--- config.mk ---
export PLATFORM = sky130hd
export DESIGN_NAME = tilt_bin_vote_classifier
export DESIGN_NICKNAME = d
export VERILOG_FILES = /design/src/rtl/core/tbv_pkg.sv /design/src/rtl/core/tbv_bin_sel.sv /design/src/rtl/core/tilt_bin_vote_classifier.sv
export SDC_FILE = /design/constraint.sdc
export NUM_CORES = 1
export LEC_CHECK = 0
export ABC_AREA = 0
export BUFFER_PORTS_ARGS = -buffer_cell sky130_fd_sc_hd__buf_2
export CAP_MARGIN = 20
export CORE_MARGIN = 5
export CORE_UTILIZATION = 55
export CTS_CLUSTER_SIZE = 16
export DETAILED_ROUTE_END_ITERATION = 10
export GPL_TIMING_DRIVEN = 0
export PLACE_DENSITY = 0.84
export SETUP_SLACK_MARGIN = 0.2
export SLEW_MARGIN = 30
export SYNTH_ARGS = -nofsm -noshare
export SYNTH_HDL_FRONTEND = slang
export SYNTH_SLANG_ARGS = --single-unit
--- constraint.sdc ---
create_clock -name clk_i -period 8.1 [get_ports clk_i]
set_input_delay 0.405 -clock clk_i [delete_from_list [all_inputs] [get_ports clk_i]]
set_output_delay 0.405 -clock clk_i [all_outputs]
set_load 0.01 [all_outputs]
--- src/rtl/core/tbv_pkg.sv ---
`default_nettype none

package tbv_pkg;

  localparam int unsigned NumBins  = 15;
  localparam int unsigned BinW     = 4;
  localparam int unsigned CountW   = 12;
  localparam int unsigned SampleW  = 16;
  localparam int unsigned ThrW     = 12;
  localparam int unsigned BandW    = 15;
  localparam int unsigned AddrW    = 4;
  localparam int unsigned DataW    = 32;

  localparam int unsigned NumSteep = 7;
  localparam int unsigned NumMid   = 6;

  typedef logic [BinW-1:0]   bin_t;
  typedef logic [CountW-1:0] count_t;

  localparam count_t CountMax = '1;

  localparam logic [SampleW-1:0] IgnoreFrom = 16'd65000;
  localparam bin_t               LevelBin   = 4'd7;
  localparam bin_t               MidTopBin  = 4'd14;
  localparam bin_t               MidLowBin  = 4'd8;

  localparam logic [ThrW-1:0]  ThrReset   = 12'd2000;
  localparam logic [BandW-1:0] LevelReset = 15'd150;
  localparam logic [BandW-1:0] SteepReset = 15'd5000;

  typedef enum logic [1:0] {
    RegThreshold = 2'd0,
    RegLevelBand = 2'd1,
    RegSteepLvl  = 2'd2,
    RegNone      = 2'd3
  } reg_idx_e;

  localparam logic signed [SampleW-1:0] SteepLimits [NumSteep] = '{
    16'sd300, 16'sd400, 16'sd500, 16'sd600, 16'sd700, 16'sd800, 16'sd900
  };

  localparam logic signed [SampleW-1:0] MidLimits [NumMid] = '{
    16'sd550, 16'sd650, 16'sd725, 16'sd800, 16'sd875, 16'sd940
  };

  typedef struct packed {
    logic keep;  // sample not in the ignored Y range
    logic vote;  // some bin gets a vote
    bin_t bin;
  } sel_t;

endpackage

`default_nettype wire

--- src/rtl/core/tbv_bin_sel.sv ---
`default_nettype none

module tbv_bin_sel
  import tbv_pkg::*;
(
  input  var logic signed [SampleW-1:0] accel_y_i,
  input  var logic signed [SampleW-1:0] accel_z_i,
  input  var logic [BandW-1:0]          level_band_i,
  input  var logic [BandW-1:0]          steep_level_i,
  output sel_t                          sel_o
);

  logic [SampleW-1:0] y_raw;
  logic [SampleW-1:0] mag;
  logic               is_level;
  logic               is_steep;
  logic               steep_hit;
  bin_t               steep_bin;
  bin_t               mid_bin;

  assign y_raw    = accel_y_i;
  assign mag      = y_raw[SampleW-1] ? (~y_raw + 16'd1) : y_raw;
  assign is_level = mag < {1'b0, level_band_i};
  assign is_steep = mag > {1'b0, steep_level_i};

  always_comb begin
    steep_hit = 1'b0;
    steep_bin = '0;
    for (int k = NumSteep - 1; k >= 0; k--) begin
      if (accel_z_i < SteepLimits[k]) begin
        steep_hit = 1'b1;
        steep_bin = BinW'(k);
      end
    end
  end

  always_comb begin
    mid_bin = MidLowBin;
    for (int k = NumMid - 1; k >= 0; k--) begin
      if (accel_z_i < MidLimits[k]) begin
        mid_bin = MidTopBin - BinW'(k);
      end
    end
  end

  always_comb begin
    sel_o.keep = y_raw < IgnoreFrom;
    priority if (is_level) begin
      sel_o.vote = 1'b1;
      sel_o.bin  = LevelBin;
    end else if (is_steep) begin
      sel_o.vote = steep_hit;
      sel_o.bin  = steep_bin;
    end else begin
      sel_o.vote = 1'b1;
      sel_o.bin  = mid_bin;
    end
  end

endmodule

`default_nettype wire

--- src/rtl/core/tilt_bin_vote_classifier.sv ---
`default_nettype none

// Tilt bin vote classifier. Each accepted word (one Y/Z sample) is registered,
// then sorted into one of 15 tilt bins (steep samples with Z >= 900 get none)
// and counted; when a bin's count exceeds vote_threshold the bin index leaves on
// the position channel and all counts clear. Samples with Y from -536 to -1 are
// dropped. A position passes the input and result registers; one sample is taken
// every cycle while no position waits unaccepted, the count update and threshold
// scan over all 15 counters being combinational. Registers over APB: 0x0
// vote_threshold, 0x4 level_band, 0x8 steep_level.

module tilt_bin_vote_classifier
  import tbv_pkg::*;
(
  input  var logic                      clk_i,
  input  var logic                      rst_ni,

  input  var logic                      accel_valid_i,
  output var logic                      accel_ready_o,
  input  var logic signed [SampleW-1:0] accel_y_i,
  input  var logic signed [SampleW-1:0] accel_z_i,

  output var logic                      pos_valid_o,
  input  var logic                      pos_ready_i,
  output var logic [BinW-1:0]           position_o,

  input  var logic                      psel,
  input  var logic                      penable,
  input  var logic                      pwrite,
  input  var logic [AddrW-1:0]          paddr,
  input  var logic [DataW-1:0]          pwdata,
  output var logic [DataW-1:0]          prdata,
  output var logic                      pready
);

  logic [ThrW-1:0]  thr_q;
  logic [BandW-1:0] level_q;
  logic [BandW-1:0] steep_q;
  reg_idx_e         reg_idx;

  logic                      s_valid_q;
  logic signed [SampleW-1:0] y_q;
  logic signed [SampleW-1:0] z_q;

  count_t cnt_q [NumBins];
  count_t cnt_n [NumBins];

  logic pos_valid_q;
  bin_t pos_q;

  sel_t sel;
  logic fire;
  logic hit;
  bin_t win;

  // register file
  assign reg_idx = reg_idx_e'(paddr[3:2]);

  assign pready = 1'b1;

  always_comb begin
    unique case (reg_idx)
      RegThreshold: prdata = DataW'(thr_q);
      RegLevelBand: prdata = DataW'(level_q);
      RegSteepLvl:  prdata = DataW'(steep_q);
      default:      prdata = '0;
    endcase
  end

  always_ff @(posedge clk_i or negedge rst_ni) begin
    if (!rst_ni) begin
      thr_q   <= ThrReset;
      level_q <= LevelReset;
      steep_q <= SteepReset;
    end else if (psel && penable && pwrite && pready) begin
      unique case (reg_idx)
        RegThreshold: thr_q   <= pwdata[ThrW-1:0];
        RegLevelBand: level_q <= pwdata[BandW-1:0];
        RegSteepLvl:  steep_q <= pwdata[BandW-1:0];
        default: ;
      endcase
    end
  end

  // input register
  assign fire          = s_valid_q && (!pos_valid_q || pos_ready_i);
  assign accel_ready_o = !s_valid_q || fire;

  always_ff @(posedge clk_i or negedge rst_ni) begin
    if (!rst_ni) begin
      s_valid_q <= 1'b0;
    end else if (accel_ready_o) begin
      s_valid_q <= accel_valid_i;
    end
  end

  always_ff @(posedge clk_i) begin
    if (accel_ready_o && accel_valid_i) begin
      y_q <= accel_y_i;
      z_q <= accel_z_i;
    end
  end

  tbv_bin_sel u_bin_sel (
    .accel_y_i     (y_q),
    .accel_z_i     (z_q),
    .level_band_i  (level_q),
    .steep_level_i (steep_q),
    .sel_o         (sel)
  );

  // saturating vote, then lowest bin above threshold wins
  always_comb begin
    hit = 1'b0;
    win = '0;
    for (int k = 0; k < NumBins; k++) begin
      cnt_n[k] = cnt_q[k] + CountW'(sel.vote && (sel.bin == BinW'(k))
                                    && (cnt_q[k] != CountMax));
    end
    for (int k = NumBins - 1; k >= 0; k--) begin
      if (cnt_n[k] > thr_q) begin
        hit = 1'b1;
        win = BinW'(k);
      end
    end
  end

  always_ff @(posedge clk_i or negedge rst_ni) begin
    if (!rst_ni) begin
      for (int k = 0; k < NumBins; k++) begin
        cnt_q[k] <= '0;
      end
    end else if (fire && sel.keep) begin
      for (int k = 0; k < NumBins; k++) begin
        cnt_q[k] <= hit ? '0 : cnt_n[k];
      end
    end
  end

  // result register
  always_ff @(posedge clk_i or negedge rst_ni) begin
    if (!rst_ni) begin
      pos_valid_q <= 1'b0;
    end else if (fire && sel.keep && hit) begin
      pos_valid_q <= 1'b1;
    end else if (pos_ready_i) begin
      pos_valid_q <= 1'b0;
    end
  end

  always_ff @(posedge clk_i) begin
    if (fire && sel.keep && hit) begin
      pos_q <= win;
    end
  end

  assign pos_valid_o = pos_valid_q;
  assign position_o  = pos_q;

endmodule

`default_nettype wire

# After elaboration in Yosys (flattened, before gate mapping)
# Cells that the tools add are included.
# totals
register_bits	260
output_inout_bits	39
# op_classes
add_sub_neg	16
order_cmp	30
eq_ne	31
n_mux	70
bitwise	1
reduce_logical	49
# op_table
op	n
$add A12 B1 Y12	15
$gt A12 B12 Y1	15
$mux W12	15
$ne A12 B12 Y1 const B	15
$lt A16 B11 Y1 const B	9
$lt A16 B10 Y1 const B	3
$pmux W15 S3	1
$mux W3	14
$logic_and A1 B1 Y1	36
$eq A4 B4 Y1 const B	7
$mux W4	7
$mux W1	26
$add A16 B1 Y16 const B	1
$eq A4 B3 Y1 const B	4
$gt A16 B15 Y1	1
$lt A16 B15 Y1	1
$lt A16 B16 Y1 const B	1
$mux W16	1
$not A16 Y16	1
$mux W5	2
$eq A4 B2 Y1 const B	2
$mux W2	4
$reduce_or A8 Y1	1
$reduce_and A2 Y1	3
10 further kinds	12

# Longest topological paths before layout
# Gate-level depths: netlist of run 1.
# depth
depth_word	32
depth_mapped	35

# Modules after synthesis
# Synthesis of run 1 repeated with hierarchy kept, for this count alone.
# unflattened
hier_cells	1996
area_unflattened_um2	19225.9
# modules_own_cells
mod	n_inst	cells_each	area_each_um2
tilt_bin_vote_classifier	1	1773	17674.5
tbv_bin_sel	1	223	1551.5

# Least setup slack after synthesis of run 1
# Ideal clock, no wire load.
# synth_path
path_type	register -> register
from	reg y_q[0]
to	reg cnt_q[108] (netlist bit)
setup_time_ns	0.096
arrival_ns	6.552
t_required_ns	8.004
setup_slack_ns	1.453
path_stages_with_launch	32
path_buffers	4
cell_sequence	edfxtp_1 -> or3_4 -> or4_4 -> or3_4 -> o31ai_1 -> xnor2_1 -> ha_1 -> nand3_1 -> nor4_1 -> a21o_4 -> nand3_1 -> nor4_1 -> ha_1 -> nand2_1 -> nor2_1 -> and3_1 -> and3_1 -> nand3_1 -> xnor2_1 -> ha_1 -> a21oi_1 -> o21ai_0 -> a2111oi_0 -> a21oi_1 -> nor2_1 -> and4_1 -> buf_2 -> nand2_1 -> buf_2 -> buf_6 -> buf_2 -> o31ai_1
# synth_via
elab_chain_len	27
elab_cells_between_ends	100
# synth_rtl
item	line_no	rtl
start: declaration	tilt_bin_vote_classifier.sv:42	logic signed [SampleW-1:0] y_q;
start signal: assignment	tilt_bin_vote_classifier.sv:99	y_q <= accel_y_i;
$not A16 Y16	tbv_bin_sel.sv:22	assign mag = y_raw[SampleW-1] ? (~y_raw + 16'd1) : y_raw;
$add A16 B1 Y16	tbv_bin_sel.sv:22	
$mux W16	tbv_bin_sel.sv:22	
$gt A16 B15 Y1	tbv_bin_sel.sv:24	assign is_steep = mag > {1'b0, steep_level_i};
$mux W5	tbv_bin_sel.sv:51	end else if (is_steep) begin
$mux W5	tbv_bin_sel.sv:48	priority if (is_level) begin
$eq A4 B4 Y1	tilt_bin_vote_classifier.sv:117	cnt_n[k] = cnt_q[k] + CountW'(sel.vote && (sel.bin == BinW'(k))
$logic_and A1 B1 Y1	tilt_bin_vote_classifier.sv:117	
$logic_and A1 B1 Y1	tilt_bin_vote_classifier.sv:118	&& (cnt_q[k] != CountMax));
$add A12 B1 Y12	tilt_bin_vote_classifier.sv:117	
$gt A12 B12 Y1	tilt_bin_vote_classifier.sv:121	if (cnt_n[k] > thr_q) begin
$mux W1 (15 in series)	tilt_bin_vote_classifier.sv:121	
$mux W12	tilt_bin_vote_classifier.sv:135	cnt_q[k] <= hit ? '0 : cnt_n[k];
end signal: indexed assignment	tilt_bin_vote_classifier.sv:135	
end: declaration	tilt_bin_vote_classifier.sv:45	count_t cnt_q [NumBins];
# Several ways; a longest one is shown, not always the timed one.
# A chain may end at the register's enable or synchronous reset.

# Worst setup path after layout of run 1
# layout_path
from	reg y_q[0]
to	reg cnt_q[151] (netlist bit)
# Same word-level chain as after synthesis.

==> results of run 1 <==
-- area by class of cell --
cell class / instances / area (um2) / area share
multi-input cells: 1798 / 12300 / 0.548
clock buffers: 32 / 779 / 0.0348
well taps: 461 / 577 / 0.0257
repair buffers: 116 / 807 / 0.0360
inverters: 121 / 454 / 0.0203
clock inverters: 24 / 260 / 0.0116
plain buffers: 118 / 551 / 0.0246
flip-flops and latches: 260 / 6710 / 0.299
-- kinds of logic after synthesis --
group	Yosys count
xor+xnor	149
buf+inv	239
compound gates	472
flops	260
fa+ha+maj	240
simple gates	856
other cells	2
mux	62
-- critical path: cells and delay by family, from the launching register on --
| kind | cells | cell delay [ns] |
|---|---|---|
| fa+ha+maj | 5 | 1.30 |
| simple gates | 14 | 2.96 |
| compound gates | 5 | 1.44 |
| buf+inv | 6 | 1.21 |
| flops | 1 | 0.43 |
| xor+xnor | 2 | 0.35 |
-- final timing paths --
kind | startpoint | end | slack [ns]
max | y_q[0] | cnt_q[151] | 0.30
min | accel_y_i[4] | y_q[4] | 0.001
max reg2reg | y_q[0] | cnt_q[151] | 0.30
min reg2reg | cnt_q[96] | cnt_q[96] | 0.52
max in group asynchronous | rst_ni | steep_q[12] | 6.83
min in group asynchronous | rst_ni | cnt_q[114] | 0.38
-- synth_stat cells, types with 24 or more instances --
cell      count
nand2_1     419
nor2_1       74
o21ai_0     183
ha_1        240
a21o_1       25
and3_1       32
o31ai_1      24
dfrtp_1     209
mux2i_1      48
xor2_1       53
nand3_1     107
edfxtp_1     36
nor3_1       34
nand4_1     104
a31oi_1      57
xnor2_1      96
a21oi_1      86
clkbuf_1     85
inv_1       121
-- metrics by stage --
step | TNS (ns) | hold slack [ns] | instances | total power, mW | utilization
4_1_cts | 0 | 0.000247 | 2920 | 4.66 | 0.622
3_5_place_dp | -16.23 | 0.399 | 2834 | 3.18 | 0.583
6_report | 0 | 0.00143 | 2930 | 4.82 | 0.635
2_1_floorplan | 0 | 0.109 | 2296 | 2.55 | -
3_3_place_gp | -1.39 | 0.485 | 2832 | 3.10 | 0.581
5_1_grt | 0 | 0.00108 | 2930 | 5.01 | 0.635
-- cell usage in the layout, fill, tap and decap left out, types with 7 or more instances in the layout --
cell type and n:
nand2_1 418, ha_1 229, dfrtp_1 208, o21ai_0 183, inv_1 111, nand4_1 104
nand3_1 100, xnor2_1 93, a21oi_1 80, buf_2 78, clkbuf_1 76, nor2_1 66
xor2_1 53, a31oi_1 53, mux2i_1 48, edfxtp_1 36, clkbuf_16 31, and3_1 30
buf_4 29, nor3_1 28, dlygate4sd3_1 28, a21o_1 25, o31ai_1 22, nand2b_1 19
o211ai_1 19, o22ai_1 19, nor2b_1 18, conb_1 18, dfstp_2 15, mux2_2 14
inv_2 10, clkbuf_2 10, ha_2 10, or3_1 9, clkinv_2 9, a211oi_1 7
o21a_1 7, nor3_2 7
-- power by group --
part	total (mW)	internal (mW)	leakage (nW)	switching, mW
Sequential	1.56	1.45	3.36	0.109
Clock	1.46	0.856	0.507	0.606
Combinational	1.80	0.549	6.12	1.25
-- registers in the layout, indices dropped and copies added (netlist names), 4 cells and up --
name	cells
level_q	15
steep_q	15
cnt_q	180
thr_q	12
z_q	16
position_o	4
y_q	16
-- metal layers --
layer  vias to the layer above  wire, um
met5                         -         0
met4                         0      3520
met3                       297      6430
met2                      1147     28500
met1                      8889     23200
li1                       8470         -
-- what timing repair did --
| item | 4_1_cts | 5_1_grt |
|---|---|---|
| cloned | 0 | 1 |
| hold buffers | 27 | 1 |
| pin swaps | 3 | 19 |
| endpoints found under the setup margin | 160 | 187 |
| gates resized for setup | 14 | 89 |
| endpoints found under the hold margin | 89 | 1 |
| setup buffers | 3 | 8 |
==> results.json, run 1 <==
{
  "status": "finished clean",
  "cts.root.buffer_cell": "clkbuf_16",
  "grt_antenna_before_repair": 0,
  "hold_depth": 1,
  "slowest_delay_ns": 0.47,
  "synth.avg_cell_area_um2": 8.55,
  "hold_violations": 0,
  "synthXorXnorAreaFrac": 0.0669,
  "dieWidth_um": 198,
  "maxSlewViolCount": 0,
  "use_met1": 0.374,
  "layout_setup_ws_ns": 0.298,
  "grtUsageMet3": 0.0558,
  "nFillCells": 2713,
  "clk_pin_slew_ns": 0.06,
  "place_area_um2": 20600,
  "h-tree-depth": 1,
  "ios": 114,
  "synth_cell_type_count": 69,
  "setup_viol": 0,
  "fin_worst_skew_ns": 0.0176,
  "path_max_fanout": 10,
  "ys_seq_area_frac": 0.344,
  "cp.required_ns": 8.59,
  "critPathSlowestCell": "or4_4",
  "fin_crit_ns": 7.80,
  "syn_area_um2": 19500,
  "synthSimpleGateAreaFrac": 0.206,
  "drc": 0,
  "gp_congestion": 0.966,
  "synthTopCellsByArea": "dfrtp_1 27%, ha_1 15%, nand2_1 8.1%, edfxtp_1 5.5%, o21ai_0 4.7%",
  "tightest_slew_ns": 1.07,
  "grt.total_usage": 0.299,
  "hold_class": "input port to flip-flop",
  "synth_fa_ha_area_frac": 0.154,
  "ys_ff_latch": 260,
  "drt_iter0_markers": 2082,
  "fmax_mhz": 128,
  "drtAntennaViolNets": 0,
  "final_nets": 2760,
  "rows": 69,
  "relSlewSlack": 0.286,
  "place_hpwl_mm": 40.8,
  "grt_pass1_vias": 18500,
  "path_class": "flip-flop to flip-flop",
  "synth_top_cell_area_share": 0.268,
  "grt_max_degree": 88,
  "syn-instance-count": 2280,
  "cts_sinks": 260,
  "worstSetupStartpointType": "flip-flop",
  "dpl_worst_slack_ns": -0.484,
  "cts_max_path_buffers": 3,
  "ir_worst_vdd_v": 0.000183,
  "synth_warnings": 0,
  "vias": 18800,
  "grt_pass1_wl_mm": 94.6,
  "min_period_over_period": 0.963,
  "busiest_layer": "met2",
  "coreArea_um2": 35300,
  "rsz0062_at_grt": "no",
  "synthMuxAreaShare": 0.0327,
  "layout-drive-gt1-share": 0.122,
  "viasPerCell": 6.42,
  "port_buffers": 75,
  "synthFlopType": "dfrtp_1",
  "detail_route.first_pass.iterations": 7,
  "start_util": 0.552,
  "cts_tree": "done",
  "die_h_um": 198,
  "numCtsBuffers": 30,
  "synth-async-reset-ratio": 0.862,
  "synth_edf_count": 36,
  "synth_top_family_by_area": "simple AND/OR/NAND/NOR gates",
  "wl_per_cell_um": 21.0,
  "grt_overflow": 0,
  "synthToLayoutAreaGrowth_pct": 15.0,
  "r2r_cells": 32,
  "grtUsageMet2": 0.494,
  "leakage_nw": 9.99,
  "wirelength_mm": 61.6,
  "synth_compound_area_frac": 0.146,
  "clk_latency_ns": 0.59,
  "crit_arrival_ns": 8.29,
  "yosys.area.top_type": "dfrtp_1",
  "fp.dieArea_um2": 39300,
  "powerDensity_nw_per_um2": 215,
  "setup.worst_path.end_class": "flip-flop",
  "cp_common_cell": "ha_1",
  "drv_cap": 0,
  "antennaDiodeCount": 0,
  "stdcell_area_um2": 22400
}
No activity file was read; power rests on OpenSTA's default activity.
==> run 2, diff against run 1 <==
--- a/config.mk
+++ b/config.mk
@@ -9,11 +9,11 @@
 export BUFFER_PORTS_ARGS = -buffer_cell sky130_fd_sc_hd__buf_2
 export CAP_MARGIN = 20
 export CORE_MARGIN = 5
-export CORE_UTILIZATION = 55
+export CORE_UTILIZATION = 63
 export CTS_CLUSTER_SIZE = 16
 export DETAILED_ROUTE_END_ITERATION = 10
 export GPL_TIMING_DRIVEN = 0
-export PLACE_DENSITY = 0.84
+export PLACE_DENSITY = 0.93
 export SETUP_SLACK_MARGIN = 0.2
 export SLEW_MARGIN = 30
 export SYNTH_ARGS = -nofsm -noshare
==> run 2 against run 1 <==
  * The run now ends with design-rule violations left
  * Maximum frequency is 0.37% lower
  * Sequential share of layout area is 0.26 points higher
  * First-iteration DRC count is 29% higher
  * Register-to-register slack worse by 0.03 ns
  * Flip-flop and latch count stayed put
  * Highest routed layer is now met5
  * Setup slack worse by 0.029 ns
  * Die area is 12% lower
  * Critical path depth is 1 lower
  * Cell area is 0.88% lower
  * Via count is 4.2% higher
  * Critical path type unchanged
  * Clock power hardly changed
  * Critical endpoint unchanged
==> results.json, run 2 (synthesis results as in run 1) <==
{
  "layout_common_cells": "417 x nand2_1, 227 x ha_1, 209 x dfrtp_1",
  "path_class": "flip-flop to flip-flop",
  "relSlewSlack": 0.202,
  "critical_path_depth": 31,
  "numCtsBuffers": 30,
  "drt_iter0_markers": 2678,
  "power_mw": 4.84,
  "gp_congestion": 0.974,
  "crit_arrival_ns": 8.30,
  "port_buffers": 75,
  "coreArea_um2": 30600,
  "grt_overflow": 0,
  "slowest_delay_ns": 0.46,
  "crit_family": "simple AND/OR/NAND/NOR gates",
  "fin_crit_ns": 7.83,
  "powerDensity_nw_per_um2": 218,
  "vias": 19600,
  "ios": 114,
  "placed_cells": 2770,
  "drtAntennaViolNets": 0,
  "final_nets": 2739,
  "min_period_over_period": 0.967,
  "grt.total_usage": 0.357,
  "hold_depth": 1,
  "rsz0062_at_grt": "no",
  "grt_pass1_wl_mm": 99.0,
  "critPathBufInv": 3,
  "die_h_um": 186,
  "fp.dieArea_um2": 34600,
  "setup_viol": 0,
  "leakage_nw": 9.95,
  "cp.required_ns": 8.57,
  "drc": 1,
  "layout-drive-gt1-share": 0.131,
  "cts.root.buffer_cell": "clkbuf_16",
  "cts_tree": "done",
  "grt_pass1_vias": 19300,
  "drv_cap": 0,
  "grt_max_degree": 73,
  "largest_reg_flops": 180,
  "grtUsageMet3": 0.0838,
  "r2r_cells": 31,
  "fmax_mhz": 128,
  "fin_worst_skew_ns": 0.0110,
  "worstHoldStart": "accel_z_i[5]",
  "hold_class": "input port to flip-flop",
  "worstReg2RegStart": "y_q[0]",
  "tightest_slew_ns": 1.20,
  "ir_worst_vdd_v": 0.000233,
  "cts_sinks": 260,
  "stdcell_area_um2": 22200,
  "dieWidth_um": 186,
  "place_area_um2": 20500,
  "wl_per_cell_um": 22.5,
  "layout_commonest_cell": "nand2_1",
  "fin_cells": 2844,
  "hold_violations": 0,
  "viasPerCell": 6.89,
  "regMostFlops": "cnt_q",
  "detail_route.first_pass.iterations": 11,
  "status": "finished, violations left",
  "grtUsageMet2": 0.569,
  "worstSetupStartpointType": "flip-flop",
  "maxSlewViolCount": 0,
  "final_core_util": 0.726,
  "synthToLayoutAreaGrowth_pct": 13.9,
  "clk_pin_slew_ns": 0.06,
  "rows": 64,
  "crit_path_start": "y_q[0]",
  "cts_max_path_buffers": 3,
  "antennaDiodeCount": 0,
  "path_max_fanout": 10,
  "cp_common_cell": "ha_1",
  "busiest_layer": "met2",
  "setup.worst_path.end_class": "flip-flop",
  "violations": "design-rule violations",
  "start_util": 0.637,
  "place_hpwl_mm": 41.2,
  "critPathSlowestCell": "or4_4",
  "use_met1": 0.436,
  "hold_ws_ns": 0.0132,
  "reg_top3": "cnt_q: 180 flops, y_q: 16 flops, z_q: 16 flops",
  "wirelength_mm": 64.1,
  "grt_antenna_before_repair": 2,
  "h-tree-depth": 1,
  "nFillCells": 2003,
  "clk_latency_ns": 0.57
}
## run 2: cell types whose count changed in the layout (fill, tap and decap cells not counted), sizes merged
cell,change
a21o,-1
buf,-4
bufinv,-1
clkbuf,+6
clkinvlp,+1
dlygate4sd3,-20
inv,-2
## run 2: area by class of cell
type                            instances  area, um2  area share
Tap cell                              396        495      0.0223
Inverter                              121        454      0.0204
Timing Repair Buffer                   96        636      0.0286
Buffer                                118        576      0.0259
Clock buffer                           34        807      0.0363
Multi-Input combinational cell       1797      12300       0.554
Sequential cell                       260       6710       0.302
Clock inverter                         22        230      0.0104
## run 2: worst reg2reg max path: cells and delay by family, from the launching register on
kind	cells	cell delay, ns
compound gates	7	1.74
xor+xnor	2	0.39
fa+ha+maj	4	1.08
buf+inv	3	0.72
flops	1	0.42
simple gates	15	3.38
## run 2: metrics by stage
stage	setup TNS (ns)	worst slack [ns]
floorplan	0	1.45
global placement	0	0.0986
detailed placement	-15.89	-0.304
CTS	0	0.200
global route	0	0.104
finish	0	0.269
## run 2: what timing repair did
item                       in CTS  in global routing
pin swaps                       4                 23
setup endpoints to repair     186                187
gates resized for setup        20                115
hold endpoints to repair       35                  2
setup buffers                   4                  6
cloned                          0                  0
hold buffers                    6                  2
## run 2: layer usage
metal  part of all wire  up-vias  routed length [um]
met1               0.35     9093               22200
met5            0.00020        -                  13
met4              0.084        2                5400
met2               0.44     1591               28300
met3               0.13      487                8220
li1                   -     8418                   -
## run 2: path summary, 6_finish.rpt
path                               to  slack (ns)
min                            z_q[5]        0.01
max                        cnt_q[151]        0.27
min in group asynchronous   cnt_q[30]        0.29
min reg2reg                level_q[2]        0.52
max in group asynchronous  level_q[1]        6.83
max reg2reg                cnt_q[151]        0.27
## run 2: power by group
group          internal (mW)  switching, mW  total (mW)  leakage [nW]
Combinational          0.559           1.29        1.84          6.08
Clock                  0.842          0.592        1.43         0.506
Sequential              1.45          0.113        1.57          3.36
Total                   2.85           1.99        4.84          9.95
